$ cat src/rtl/fqrr_pkg.sv
// Shared types and constants for the FIFO queue with range reverse.
// Holds the payload structs, request and status codes, and the controller state type.
// No dependencies.
`timescale 1ns / 1ps

package fqrr_pkg;

   // Queue depth must stay a power of two so that slot arithmetic wraps for free.
   localparam int QUEUE_DEPTH = 16;
   localparam int PTR_W       = $clog2(QUEUE_DEPTH);
   localparam int CNT_W       = 5;
   localparam int DATA_W      = 32;

   typedef enum logic [1:0] {
      REQ_PUSH    = 2'd0,
      REQ_POP     = 2'd1,
      REQ_REVERSE = 2'd2
   } req_code_type;

   typedef enum logic [1:0] {
      STAT_OK    = 2'd0,
      STAT_UNDER = 2'd1,
      STAT_OVER  = 2'd2,
      STAT_RANGE = 2'd3
   } status_type;

   typedef enum logic [2:0] {
      S_IDLE,
      S_POP,
      S_SWAP_RD,
      S_SWAP_WA,
      S_SWAP_WB
   } state_type;

   typedef struct packed {
      logic [1:0]               req_type;
      logic signed [DATA_W-1:0] value;
      logic [CNT_W-1:0]         range_start;
      logic [CNT_W-1:0]         range_end;
   } req_item_type;

   typedef struct packed {
      logic signed [DATA_W-1:0] pop_data;
      logic [1:0]               status;
      logic [CNT_W-1:0]         fill_level;
      logic                     is_empty;
   } rsp_item_type;

   // Controller to output register: a finished result and its load strobe.
   typedef struct packed {
      logic         load;
      rsp_item_type item;
   } rsp_ctl_type;

   // Controller to entry memory.
   typedef struct packed {
      logic              we;
      logic [PTR_W-1:0]  waddr;
      logic [DATA_W-1:0] wdata;
      logic [PTR_W-1:0]  raddr_a;
      logic [PTR_W-1:0]  raddr_b;
   } mem_ctl_type;

endpackage

$ cat src/rtl/fqrr_ram.sv
// Generic synchronous RAM: one write port, two read ports with registered data.
// No dependencies.
`timescale 1ns / 1ps

module fqrr_ram #(
   parameter int WIDTH = 32,
   parameter int DEPTH = 16
) (
   input  logic                     clock,
   input  logic                     we,
   input  logic [$clog2(DEPTH)-1:0] waddr,
   input  logic [WIDTH-1:0]         wdata,
   input  logic [$clog2(DEPTH)-1:0] raddr_a,
   input  logic [$clog2(DEPTH)-1:0] raddr_b,
   output logic [WIDTH-1:0]         rdata_a,
   output logic [WIDTH-1:0]         rdata_b
);

   logic [WIDTH-1:0] mem_ff [DEPTH];
   logic [WIDTH-1:0] rdata_a_ff;
   logic [WIDTH-1:0] rdata_b_ff;

   always_ff @(posedge clock) begin
      if (we) begin
         mem_ff[waddr] <= wdata;
      end
      rdata_a_ff <= mem_ff[raddr_a];
      rdata_b_ff <= mem_ff[raddr_b];
   end

   assign rdata_a = rdata_a_ff;
   assign rdata_b = rdata_b_ff;

endmodule

$ cat src/rtl/fqrr_ctrl.sv
// Queue controller: head pointer, fill count, request decode and the swap sequencer.
// Depends on fqrr_pkg; drives the entry memory through fqrr_pkg::mem_ctl_type.
`timescale 1ns / 1ps

module fqrr_ctrl (
   input  logic                      clock,
   input  logic                      reset,
   input  logic                      req_valid,
   output logic                      req_ready,
   input  fqrr_pkg::req_item_type    req_data,
   input  logic                      rsp_free,
   input  logic [fqrr_pkg::DATA_W-1:0] rd_a,
   input  logic [fqrr_pkg::DATA_W-1:0] rd_b,
   output fqrr_pkg::mem_ctl_type     mem,
   output fqrr_pkg::rsp_ctl_type     res
);

   fqrr_pkg::state_type state_ff, state_in;
   logic [fqrr_pkg::PTR_W-1:0]  head_ff, head_in;
   logic [fqrr_pkg::CNT_W-1:0]  count_ff, count_in;
   logic [fqrr_pkg::PTR_W-1:0]  lo_ff, lo_in;
   logic [fqrr_pkg::PTR_W-1:0]  hi_ff, hi_in;
   logic [fqrr_pkg::DATA_W-1:0] tmp_ff, tmp_in;

   logic                        fire;
   logic                        full;
   logic                        empty;
   logic                        bad_range;
   logic                        single;
   logic                        more_pairs;
   logic [fqrr_pkg::CNT_W-1:0]  rs_m1;
   logic [fqrr_pkg::CNT_W-1:0]  re_m1;
   logic [fqrr_pkg::PTR_W-1:0]  span;

   assign req_ready  = (state_ff == fqrr_pkg::S_IDLE) && rsp_free;
   assign fire       = req_valid && req_ready;
   assign full       = (count_ff == fqrr_pkg::CNT_W'(fqrr_pkg::QUEUE_DEPTH));
   assign empty      = (count_ff == '0);
   assign bad_range  = (req_data.range_start == '0) ||
                       (req_data.range_start > req_data.range_end) ||
                       (req_data.range_end > count_ff);
   assign single     = (req_data.range_start == req_data.range_end);
   assign rs_m1      = req_data.range_start - fqrr_pkg::CNT_W'(1);
   assign re_m1      = req_data.range_end - fqrr_pkg::CNT_W'(1);
   assign span       = hi_ff - lo_ff;
   assign more_pairs = (span > fqrr_pkg::PTR_W'(2));

   // Next state.
   always_comb begin
      state_in = state_ff;
      unique case (state_ff)
         fqrr_pkg::S_IDLE: begin
            if (fire) begin
               if (req_data.req_type == fqrr_pkg::REQ_POP && !empty) begin
                  state_in = fqrr_pkg::S_POP;
               end else if (req_data.req_type == fqrr_pkg::REQ_REVERSE &&
                            !bad_range && !single) begin
                  state_in = fqrr_pkg::S_SWAP_RD;
               end
            end
         end
         fqrr_pkg::S_POP:     state_in = fqrr_pkg::S_IDLE;
         fqrr_pkg::S_SWAP_RD: state_in = fqrr_pkg::S_SWAP_WA;
         fqrr_pkg::S_SWAP_WA: state_in = fqrr_pkg::S_SWAP_WB;
         fqrr_pkg::S_SWAP_WB: state_in = more_pairs ? fqrr_pkg::S_SWAP_RD : fqrr_pkg::S_IDLE;
         default:             state_in = fqrr_pkg::S_IDLE;
      endcase
   end

   // Memory control, result and datapath register updates.
   always_comb begin
      head_in  = head_ff;
      count_in = count_ff;
      lo_in    = lo_ff;
      hi_in    = hi_ff;
      tmp_in   = tmp_ff;

      mem.we      = 1'b0;
      mem.waddr   = head_ff + count_ff[fqrr_pkg::PTR_W-1:0];
      mem.wdata   = req_data.value;
      mem.raddr_a = head_ff;
      mem.raddr_b = head_ff;

      res.load            = 1'b0;
      res.item.pop_data   = '0;
      res.item.status     = fqrr_pkg::STAT_OK;
      res.item.fill_level = count_ff;
      res.item.is_empty   = empty;

      unique case (state_ff)
         fqrr_pkg::S_IDLE: begin
            if (fire) begin
               case (req_data.req_type)
                  fqrr_pkg::REQ_PUSH: begin
                     res.load = 1'b1;
                     if (full) begin
                        res.item.status = fqrr_pkg::STAT_OVER;
                     end else begin
                        mem.we              = 1'b1;
                        count_in            = count_ff + fqrr_pkg::CNT_W'(1);
                        res.item.fill_level = count_in;
                        res.item.is_empty   = 1'b0;
                     end
                  end
                  fqrr_pkg::REQ_POP: begin
                     // The head word arrives from memory next cycle.
                     if (empty) begin
                        res.load        = 1'b1;
                        res.item.status = fqrr_pkg::STAT_UNDER;
                     end else begin
                        head_in  = head_ff + fqrr_pkg::PTR_W'(1);
                        count_in = count_ff - fqrr_pkg::CNT_W'(1);
                     end
                  end
                  fqrr_pkg::REQ_REVERSE: begin
                     if (bad_range) begin
                        res.load        = 1'b1;
                        res.item.status = fqrr_pkg::STAT_RANGE;
                     end else if (single) begin
                        res.load = 1'b1;
                     end else begin
                        lo_in = rs_m1[fqrr_pkg::PTR_W-1:0];
                        hi_in = re_m1[fqrr_pkg::PTR_W-1:0];
                     end
                  end
                  default: begin
                     res.load = 1'b1;
                  end
               endcase
            end
         end
         fqrr_pkg::S_POP: begin
            res.load          = 1'b1;
            res.item.pop_data = rd_a;
         end
         fqrr_pkg::S_SWAP_RD: begin
            mem.raddr_a = head_ff + lo_ff;
            mem.raddr_b = head_ff + hi_ff;
         end
         fqrr_pkg::S_SWAP_WA: begin
            mem.we    = 1'b1;
            mem.waddr = head_ff + lo_ff;
            mem.wdata = rd_b;
            tmp_in    = rd_a;
         end
         fqrr_pkg::S_SWAP_WB: begin
            mem.we    = 1'b1;
            mem.waddr = head_ff + hi_ff;
            mem.wdata = tmp_ff;
            lo_in     = lo_ff + fqrr_pkg::PTR_W'(1);
            hi_in     = hi_ff - fqrr_pkg::PTR_W'(1);
            res.load  = !more_pairs;
         end
         default: begin
         end
      endcase
   end

   always_ff @(posedge clock) begin
      if (reset) begin
         state_ff <= fqrr_pkg::S_IDLE;
         head_ff  <= '0;
         count_ff <= '0;
      end else begin
         state_ff <= state_in;
         head_ff  <= head_in;
         count_ff <= count_in;
      end
      lo_ff  <= lo_in;
      hi_ff  <= hi_in;
      tmp_ff <= tmp_in;
   end

   // The fill count never passes the queue depth.
   a_count_bound: assert property (@(posedge clock) disable iff (reset)
      count_ff <= fqrr_pkg::CNT_W'(fqrr_pkg::QUEUE_DEPTH))
      else $error("fill count above queue depth");

   // While a swap is running the two cursors have not crossed.
   a_cursor_order: assert property (@(posedge clock) disable iff (reset)
      (state_ff == fqrr_pkg::S_SWAP_RD || state_ff == fqrr_pkg::S_SWAP_WA ||
       state_ff == fqrr_pkg::S_SWAP_WB) |-> (lo_ff < hi_ff))
      else $error("swap cursors crossed");

   // A pop always finishes with a result in the cycle after acceptance.
   a_pop_result: assert property (@(posedge clock) disable iff (reset)
      (state_ff == fqrr_pkg::S_POP) |-> (res.load && state_in == fqrr_pkg::S_IDLE))
      else $error("pop did not complete");

   // No request is taken while a pop or a swap is in flight.
   a_no_accept_busy: assert property (@(posedge clock) disable iff (reset)
      (state_ff != fqrr_pkg::S_IDLE) |-> !req_ready)
      else $error("request accepted while busy");

   // The fill count does not change during a reverse.
   a_reverse_keeps_count: assert property (@(posedge clock) disable iff (reset)
      (state_ff == fqrr_pkg::S_SWAP_WA) |=> $stable(count_ff))
      else $error("fill count changed during reverse");

endmodule

$ cat src/rtl/fifo_queue_with_range_reverse.sv
// Top level of the FIFO queue with range reverse.
// Depends on fqrr_pkg, fqrr_ram and fqrr_ctrl.
`timescale 1ns / 1ps

// The block holds up to 16 signed 32-bit words in a circular store. Requests
// arrive on the req_ channel as one transfer each: push a word, pop the oldest
// word, or reverse the held entries between two positions counted from 1 at
// the head. Every request gives exactly one transfer on the rsp_ channel with
// the popped word, a status, the fill count after the request and an empty flag.
//
// Push, any rejected request and a one-entry reverse load their result into
// the output register in the cycle they are taken. A pop first passes through
// the pop state, since the head word comes from the registered read port of
// the entry memory. A reverse of n entries swaps floor(n/2) pairs, each in three
// steps (read both ends, write the low end, write the high end), since the entry
// memory has a single write port.
// One request is in progress at a time.
//
// Results sit in an output register. A new request is taken while a result
// waits, as long as that result is taken in the same cycle or the slot is
// empty. If the receiver stalls, the result holds and no new request is taken.
// Reset empties the queue and clears the result slot; the word contents are
// not cleared, since only entries written since then are ever read.

module fifo_queue_with_range_reverse (
   input  logic                   clock,
   input  logic                   reset,
   input  logic                   req_valid,
   output logic                   req_ready,
   input  fqrr_pkg::req_item_type req_data,
   output logic                   rsp_valid,
   input  logic                   rsp_ready,
   output fqrr_pkg::rsp_item_type rsp_data
);

   fqrr_pkg::mem_ctl_type       mem;
   fqrr_pkg::rsp_ctl_type       res;
   logic [fqrr_pkg::DATA_W-1:0] rd_a;
   logic [fqrr_pkg::DATA_W-1:0] rd_b;
   logic                        rsp_free;

   logic                   rsp_valid_ff, rsp_valid_in;
   fqrr_pkg::rsp_item_type rsp_data_ff, rsp_data_in;

   // The result slot can accept a new result when it is empty or being drained.
   assign rsp_free = !rsp_valid_ff || rsp_ready;

   fqrr_ram #(
      .WIDTH(fqrr_pkg::DATA_W),
      .DEPTH(fqrr_pkg::QUEUE_DEPTH)
   ) u_entry_ram (
      .clock   (clock),
      .we      (mem.we),
      .waddr   (mem.waddr),
      .wdata   (mem.wdata),
      .raddr_a (mem.raddr_a),
      .raddr_b (mem.raddr_b),
      .rdata_a (rd_a),
      .rdata_b (rd_b)
   );

   fqrr_ctrl u_ctrl (
      .clock     (clock),
      .reset     (reset),
      .req_valid (req_valid),
      .req_ready (req_ready),
      .req_data  (req_data),
      .rsp_free  (rsp_free),
      .rd_a      (rd_a),
      .rd_b      (rd_b),
      .mem       (mem),
      .res       (res)
   );

   // The controller only loads a result when the slot is free, so a load
   // always wins over a held result.
   always_comb begin
      rsp_valid_in = res.load || (rsp_valid_ff && !rsp_ready);
      rsp_data_in  = res.load ? res.item : rsp_data_ff;
   end

   always_ff @(posedge clock) begin
      if (reset) begin
         rsp_valid_ff <= 1'b0;
      end else begin
         rsp_valid_ff <= rsp_valid_in;
      end
      rsp_data_ff <= rsp_data_in;
   end

   assign rsp_valid = rsp_valid_ff;
   assign rsp_data  = rsp_data_ff;

endmodule

$ cat config.mk
export PLATFORM = sky130hd
export DESIGN_NAME = fifo_queue_with_range_reverse
export DESIGN_NICKNAME = d
export VERILOG_FILES = /design/src/rtl/fqrr_pkg.sv /design/src/rtl/fqrr_ram.sv /design/src/rtl/fqrr_ctrl.sv /design/src/rtl/fifo_queue_with_range_reverse.sv
export SDC_FILE = /design/constraint.sdc
export NUM_CORES = 1
export LEC_CHECK = 0
export BUFFER_PORTS_ARGS = -buffer_cell sky130_fd_sc_hd__buf_2
export CAP_MARGIN = 20
export CORE_UTILIZATION = 50
export DETAILED_ROUTE_END_ITERATION = 16
export GPL_TIMING_DRIVEN = 0
export PLACE_DENSITY = 0.69
export SYNTH_ARGS = -nofsm -noshare
export SYNTH_HDL_FRONTEND = slang
export SYNTH_HIERARCHICAL = 1
export SYNTH_SLANG_ARGS = --single-unit
$ cat constraint.sdc
create_clock -name clock -period 5.1 [get_ports clock]
set_input_delay 0.51 -clock clock [delete_from_list [all_inputs] [get_ports clock]]
set_output_delay 0.51 -clock clock [all_outputs]
set_load 0.03 [all_outputs]
==> results of run 1 <==
layout by cell type, fill, tap and decap left out, types with 12 or more instances in the layout:
master | synthesis | routed
sky130_fd_sc_hd__buf_2 | 30 | 120
sky130_fd_sc_hd__a22oi_1 | 162 | 162
sky130_fd_sc_hd__dfxtp_1 | 77 | 77
sky130_fd_sc_hd__nor2_1 | 37 | 25
sky130_fd_sc_hd__clkbuf_16 | 0 | 72
sky130_fd_sc_hd__clkbuf_1 | 40 | 61
sky130_fd_sc_hd__buf_6 | 0 | 14
sky130_fd_sc_hd__buf_4 | 18 | 20
sky130_fd_sc_hd__xnor2_1 | 15 | 15
sky130_fd_sc_hd__ha_1 | 33 | 33
sky130_fd_sc_hd__and2_1 | 35 | 35
sky130_fd_sc_hd__buf_1 | 21 | 20
sky130_fd_sc_hd__mux4_2 | 256 | 256
sky130_fd_sc_hd__nand2_1 | 153 | 153
sky130_fd_sc_hd__clkinv_2 | 0 | 15
sky130_fd_sc_hd__inv_1 | 26 | 26
sky130_fd_sc_hd__edfxtp_1 | 592 | 592
sky130_fd_sc_hd__a21oi_1 | 22 | 21
sky130_fd_sc_hd__nor2_4 | 0 | 12
sky130_fd_sc_hd__buf_12 | 0 | 14
power by group through the flow:
stage / logic, mW / registers (mW) / clock network, mW
global placement: 1.04 / 6.31 / 0
finish: 1.10 / 6.19 / 5.19
global route: 1.17 / 6.20 / 5.45
CTS: 1.10 / 6.19 / 5.25
detailed placement: 1.10 / 6.31 / 0
floorplan: 0.652 / 6.37 / 0
cell type report:
type | instances | area [sq um] | area share [%]
tap | 765 | 957 | 2.83
clock inverter | 31 | 367 | 1.08
inverter | 27 | 101 | 0.300
timing repair buffer | 125 | 1010 | 3.00
sequential | 669 | 19300 | 57.2
clock buffer | 100 | 1980 | 5.85
buffer | 109 | 515 | 1.53
multi-input combinational | 821 | 9550 | 28.3
final timing paths:
path / endpoint / depth (start not counted) / start / slack (ns)
max reg2reg: u_entry_ram/mem_ff[12][12]$_DFFE_PP_ / 11 / u_ctrl/state_ff[2]$_SDFFE_PP0P_ / 1.07
max: u_entry_ram/mem_ff[12][12]$_DFFE_PP_ / 11 / u_ctrl/state_ff[2]$_SDFFE_PP0P_ / 1.07
min: rsp_valid$_SDFF_PP0_ / 2 / reset / 0.11
min reg2reg: u_ctrl/tmp_ff[2]$_DFFE_PP_ / 0 / u_entry_ram/rdata_a[2]$_DFF_P_ / 0.42
per-stage QoR:
| stage | power [mW] | cell area (sq um) | worst slack (ns) |
|---|---|---|---|
| finish | 12.5 | 33800 | 1.07 |
| global route | 12.8 | 33800 | 0.946 |
| CTS | 12.5 | 33800 | 1.17 |
| detailed placement | 7.40 | 31500 | 1.18 |
| global placement | 7.35 | 30800 | -3.47 |
| floorplan | 7.03 | 29400 | 0.150 |
routing by layer:
layer	track usage (%)	vias to the layer above
li1	-	7101
met1	37.4	9071
met2	43.6	1030
met3	4.82	157
met4	9.58	2
met5	0	-
state kept, by name, summed over array words and instances, names as in the netlist:
register and cells:
rsp_data 40, rsp_valid 1, u_ctrl/count_ff 5, u_ctrl/head_ff 4
u_ctrl/hi_ff 4, u_ctrl/lo_ff 4, u_ctrl/state_ff 3, u_ctrl/tmp_ff 32
u_entry_ram/mem_ff 512, u_entry_ram/rdata_a 32, u_entry_ram/rdata_b 32
cell families (layout without fill, tap and decap cells):
| family | after synthesis | count (layout) | synth area share (%) |
|---|---|---|---|
| xor+xnor | 25 | 25 | 0.746 |
| compound gates | 221 | 221 | 5.45 |
| simple gates | 277 | 277 | 4.41 |
| flops | 669 | 669 | 65.8 |
| buf+inv | 136 | 392 | 2.10 |
| fa+ha+maj | 37 | 37 | 1.68 |
| mux | 261 | 261 | 19.8 |
==> results.txt, run 1 <==
* Final routed wirelength across all metal layers: 78800 microns
- The clock drives 669 sinks.
- The most used flip-flop cell after synthesis is sky130_fd_sc_hd__edfxtp_1.
- Clk buf depth: 3
- TritonCTS built the clock tree.
- Clock share of power: 41.6%
- Of the total power, combinational logic draws 8.8%.
- Synth cell types: 56
- Seq/Total Area, Yosys: 65.8%
- Entering global routing, the biggest net connects 22 pins.
- The routed design uses 7580 microns of met3 wire.
- 90 I/O pins were placed.
- For this design the static power due to leakage is 11.1 nW.
- Detailed placement HPWL: 51800 microns
* Setup-failing EPs final: 0
- The routed design uses 38000 microns of met2 wire.
- Clock tree synthesis selected as its root buffer the cell sky130_fd_sc_hd__clkbuf_16.
- Average size of a mapped cell: 18.1 sq um
* Time the worst path needs with I/O delays and setup: 4.03 ns
- CTS Buf Count: 71
- Number of nets with antenna violations after detailed routing: 0
* Async set or reset register ratio after synthesis: 0%
* Number of antenna violations at the first check in global routing: 1
- Maximum resistive drop on vdd: 0.242 mV
- Path class of the lowest-slack min-delay path: in2reg
- The post-route netlist has 30.3% of its cells at a drive strength greater than 1.
- The worst pin sits at a relative slew slack of 22.6%.
* Maximum frequency from static timing analysis: 248 MHz
- The filler cells instantiated in the layout total 4292.
* Cts hold-fix bufs: 0
- Highest routed metal layer: met5
- Final hold slack: 0.112 ns
- WL met1: 30800 microns
- Number of placement rows: 88
- Number of maximum-capacitance violations: 0
- The count of endpoints failing hold in the final timing report came to 0.
- The congestion estimate from routability-driven global placement came to 0.831.
- In this design, the largest share of critical-path delay is due to simple AND/OR/NAND/NOR gates.
- Final std cells w/o fill: 2647
- 0 antenna diodes ended up in the layout.
- Number of nets in the layout: 1909
- First-pass GRT wire length: 116000 microns
* Commonest cells in the synthesized netlist: sky130_fd_sc_hd__edfxtp_1 (592), sky130_fd_sc_hd__mux4_2 (256), sky130_fd_sc_hd__a22oi_1 (162), sky130_fd_sc_hd__nand2_1 (153), sky130_fd_sc_hd__dfxtp_1 (77)
- Initial Utilization: 50.8%
* Area overhead of the layout relative to synthesis: 15.1%
- Mapped Area: 29400 sq um
- The slowest stage of the critical path belongs to the cell sky130_fd_sc_hd__nor3_2.
- sky130_fd_sc_hd__edfxtp_1 is the most common cell in the netlist.
- The setup path with the least slack is of type reg2reg.
- For the pin with the worst max-slew slack, the measured transition is 1.16 ns.
- RSZ-0062 raised after global routing: false
* Overall routing resource usage: 27.1%
- In this run the worst path has a maximum fanout of 10.
- Status: complete, no violations
- Between clock sinks in the finished design, the worst skew comes to 0.0203 ns.
- Endpoint arrival time on the critical path: 4.34 ns
* Cell accounting for the most synthesized area: sky130_fd_sc_hd__edfxtp_1
* Die H: 244 microns
- Dividing the detail-routed wire length by the instance count gives 29.8 microns.
* CP cell instances: buf_2 -> nand3b_1 -> inv_2 -> nor2_1 -> buf_6 -> buf_2 -> nand2_1 -> nand3_1 -> nor3_2 -> buf_6 -> buf_4
- Gates resized during post-CTS repair numbered 0.
- Post-synth EDFFs: 592
* Combined buffer and inverter count along the critical path: 6
- The share of synthesized area in the top cell type comes to 60.5%.
- The core region is 57800 sq um.
* Overall die area: 59700 sq um
- Net switching power of the design: 2.87 mW
- Internal power consumption: 9.61 mW
* Post CTS Setup Buffer Count: 0
- The worst setup path is captured at a flop.
- The via count of the first global-routing pass was 17900.
- The die is 244 microns wide.
* Required time at the worst-slack endpoint: 5.41 ns
- First-pass DRT Iterations: 5
- Of the total power, the share spent switching nets is 23.0%.
- Yosys warnings: 6
* Net count after synthesis: 1711
* DRC Markers: 0
- Counting every instance in the synthesized netlist gives 1626.
- After layout, the worst path uses 79.1% of the clock period.
- In this run, the number of DRC markers left after iteration 0 of detailed routing was 1911.
- Total overflow reported by the global router: 0
* Max H-tree Level: 3
* Critical path launch point type: flop
* Area contributors post-synth: sky130_fd_sc_hd__edfxtp_1 (61%), sky130_fd_sc_hd__mux4_2 (20%), sky130_fd_sc_hd__dfxtp_1 (5.3%)
* Final max-slew violation count: 0
* Accumulated negative setup slack: 0 ns
- Total power per unit cell area: 369 nW/um^2
- Later-pin clock latency in the skew report: 0.62 ns
- On the worst path, the slowest cell contributes a delay of 0.89 ns.
- Across all layers, the routed design uses 17400 vias.
- After clock tree synthesis, the clock-pin slew on the worst setup and hold paths is 0.06 ns.
- Flip-flop and latch count after synthesis: 669
- Mean number of vias per cell: 6.56
- Cells fill 58.5% of the core in the end.
- Counting tap cells, the placed design contains a total of 2516 instances.
- Buffers placed on the I/O ports in this run total 89.
- Part of the total power dissipated in sequential elements: 49.6%
(Power assumes the default switching activity.)
==> run 2: changes to the inputs <==
Clock period 5.1 ns to 3.5 ns, I/O delays scaled along.
==> run 2 against run 1 <==
Sequential cell count unchanged. Fmax up 17%. Non-clock buffer count up 14. Die area unchanged. Global-route usage up 0.53 points. Sequential share of layout area down 0.55 points. Wire length up 2.3%. Total power up 45%. Clock power up 43%. Critical endpoint is now u_entry_ram/rdata_a[19]$_DFF_P_. Largest cell class unchanged. Highest routed layer unchanged.
==> results.txt, run 2 (same netlist as run 1, synthesis figures left out) <==
- The count of endpoints failing hold in the final timing report came to 0 (unchanged).
- Most frequent cells in the layout: sky130_fd_sc_hd__edfxtp_1 (592), sky130_fd_sc_hd__mux4_2 (256), sky130_fd_sc_hd__a22oi_1 (162) (unchanged)
* Final critical-path share of the clock period: 98.2% (was 79.1%)
- Fraction of layout instances using a drive strength above 1: 31.8% (was 30.3%)
* Largest fanout on the critical path: 10 (unchanged)
- The clock tree from TritonCTS is built (unchanged).
* Path class of the lowest-slack min-delay path: in2reg (unchanged)
* Combined flip-flop and latch cell area: 19300 sq um (about the same)
* Accumulated negative setup slack: 0 ns (unchanged)
- Post-DR wirelength/cell: 30.3 microns (was 29.8 microns)
- Multi-input gate area in the final layout: 9590 sq um (was 9550 sq um)
- Status: complete, no violations (unchanged).
- The floorplan core area came to 57800 sq um (unchanged).
- Number of nets in the layout: 1922 (was 1909)
- The total internal power is 14.0 mW (was 9.61 mW).
- Total clock sinks: 669 (unchanged)
- DRC Markers: 0 (unchanged)
- The effective utilization at floorplan is 50.8% (unchanged).
* Overall routing resource usage: 27.6% (was 27.1%)
* Endpoint arrival time on the critical path: 3.92 ns (was 4.34 ns)
- The final core area utilization was 59.0% (was 58.5%).
- Number of nets with antenna violations after detailed routing: 0 (unchanged)
* Maximum frequency from static timing analysis: 291 MHz (was 248 MHz)
- Maximum resistive drop on vdd: 0.347 mV (was 0.242 mV)
* Commonest non-fill, non-tap cell in the layout: sky130_fd_sc_hd__edfxtp_1 (unchanged)
* Number of placement rows: 88 (unchanged)
- The sum of net half-perimeters after detailed placement came to 52100 microns (was 51800 microns).
- The classification of the worst setup path is reg2reg (unchanged).
* Total power per unit cell area: 529 nW/um^2 (was 369 nW/um^2)
- Share of total power in combinational logic: 9.0% (was 8.8%)
- The reported leakage power was 11.3 nW (was 11.1 nW).
- The register containing the most flip-flops in the final layout was u_entry_ram/mem_ff (unchanged).
- The pin count of the biggest net entering global routing is 22 (unchanged).
- Number of maximum-capacitance violations: 0 (unchanged)
- The beginning of the worst hold path was rsp_ready (was reset).
* R2r startpoint: u_ctrl/lo_ff[0]$_DFFE_PP_ (was u_ctrl/state_ff[2]$_SDFFE_PP0P_)
* Clock Pin Slew Worst Setup and Hold Paths: 0.06 ns (about the same)
- Clock share of power: 41.1% (was 41.6%)
* Fin Clk Skew: 0.0244 ns (was 0.0203 ns)
* RePlAce Congestion: 0.823 (was 0.831)
- The worst hold slack was 0.0623 ns (was 0.112 ns).
- Vias in the first global route: 18000 (was 17900)
- Worst rel slew slack: 30.2% (was 22.6%)
- Area overhead of the layout relative to synthesis: 16.3% (was 15.1%)
- Mean number of vias per cell: 6.50 (was 6.56)
- Overall die area: 59700 sq um (unchanged)
- Max H-tree Level: 3 (unchanged)
- Setup-failing EPs final: 0 (unchanged)
* Max FFs per register: 512 (unchanged)
- The total via count in the routed design was 17300 (was 17400).
- The count of boundary I/O pins is 90 (unchanged).
- Net switching power of the design: 4.10 mW (was 2.87 mW)
* Final max-slew violation count: 0 (unchanged)
* RSZ-0062 raised after global routing: false (unchanged)
- Time the worst path needs with I/O delays and setup: 3.44 ns (was 4.03 ns)
- The leftover overflow at the end of global routing is 0 (unchanged).
- Required time at the worst-slack endpoint: 3.98 ns (was 5.41 ns)
- The net switching fraction of the power came to 22.7% (was 23.0%).
- First-pass DRT Iterations: 5 (unchanged)
- The proportion of power drawn by flip-flops and latches came to 49.9% (was 49.6%).
- The vertical die dimension came to 244 microns (unchanged).
* Number of DRC violations after detailed-routing iteration 0: 1875 (was 1911)
* Number of antenna violations at the first check in global routing: 3 (was 1)
- The clock tree root buffer cell was sky130_fd_sc_hd__clkbuf_16 (unchanged).
- Final routed wirelength across all metal layers: 80600 microns (was 78800 microns)
- Measured slew at the worst slew-check pin: 1.05 ns (was 1.16 ns)
- Later-pin clock latency in the skew report: 0.61 ns (was 0.62 ns)
* Fill cells: 4181 (was 4292)
* Critical path launch point type: flop (unchanged)
- The endpoint kind of the worst setup timing path is a flop (unchanged).
- The number of buffer cells added on primary ports was 89 (unchanged).
- First-pass GRT wire length: 118000 microns (was 116000 microns)
- The critical path launch point was u_ctrl/lo_ff[0]$_DFFE_PP_ (was u_ctrl/state_ff[2]$_SDFFE_PP0P_).
- Power consumption: 18.1 mW (was 12.5 mW)
- Horizontal die dimension: 244 microns (unchanged)
- Clk buf depth: 3 (unchanged)
- CTS Buf Count: 70 (was 71)
-- run 2: cell types whose count changed in the layout (fill, tap and decap cells not counted), sizes merged --
cell,change
dlygate4sd3,+1
diode,+1
buf,+11
inv,-1
clkinv,-8
clkbuf,+7
clkdlybuf4s15,+1
bufinv,-1
clkinvlp,+2
-- run 2: worst paths after layout --
kind,depth (start not counted),end,slack [ns]
max,9,u_entry_ram/rdata_a[19]$_DFF_P_,0.06
min,3,rsp_valid$_SDFF_PP0_,0.06
max reg2reg,9,u_entry_ram/rdata_a[19]$_DFF_P_,0.06
min reg2reg,0,u_ctrl/tmp_ff[2]$_DFFE_PP_,0.42
-- run 2: stage by stage --
| stage | instances | setup slack, ns | cell area (sq um) |
|---|---|---|---|
| 6_report | 2660 | 0.0634 | 34100 |
| 5_1_grt | 2659 | 0.00441 | 34100 |
| 4_1_cts | 2659 | 0.00634 | 34100 |
| 3_5_place_dp | 2508 | -0.385 | 31500 |
| 3_3_place_gp | 2480 | -3.01 | 30800 |
| 2_1_floorplan | 1626 | -0.492 | 29400 |
-- run 2: timing repair --
item / 4_1_cts / 5_1_grt
hold endpoints to repair: 1 / 0
resized for setup: 12 / 50
endpoints found under the setup margin: 459 / 158
hold buffers: 1 / 0
pin swaps: 16 / 1
buffers inserted: 21 / 1
-- run 2: area by class of cell --
cell class,instances,share of cell area [%]
Multi-Input combinational cell,821,28.1
Inverter,27,0.312
Clock inverter,23,0.733
Sequential cell,669,56.6
Buffer,108,1.62
Timing Repair Buffer,140,3.87
Tap cell,765,2.80
Antenna cell,1,0.00733
Clock buffer,106,5.95
-- run 2: per-layer routing --
metal  wire, microns  GRT usage [%]
met1           30800           37.1
met2           39500           44.6
met3            8050           6.24
met4            2270           9.63
met5              13              0
-- run 2: power groups by stage --
stage                     Sequential (mW)  Combinational, mW  Clock, mW
after CTS                            9.02               1.62       7.52
after global placement               9.19               1.53          0
after floorplan                      9.28              0.957          0
after global routing                 9.04               1.73       7.82
final                                9.02               1.63       7.42
after detailed placement             9.19               1.61          0
-- run 2: critical path: stages, from the launching register on --
cell,delay [ns]
sky130_fd_sc_hd__edfxtp_1,0.48
sky130_fd_sc_hd__ha_1,0.26
sky130_fd_sc_hd__fa_1,0.52
sky130_fd_sc_hd__nand2_1,0.06
sky130_fd_sc_hd__nand2_1,0.15
sky130_fd_sc_hd__buf_2,0.30
sky130_fd_sc_hd__buf_1,0.72
sky130_fd_sc_hd__mux4_2,0.43
sky130_fd_sc_hd__a22oi_1,0.26
sky130_fd_sc_hd__nand2_1,0.13
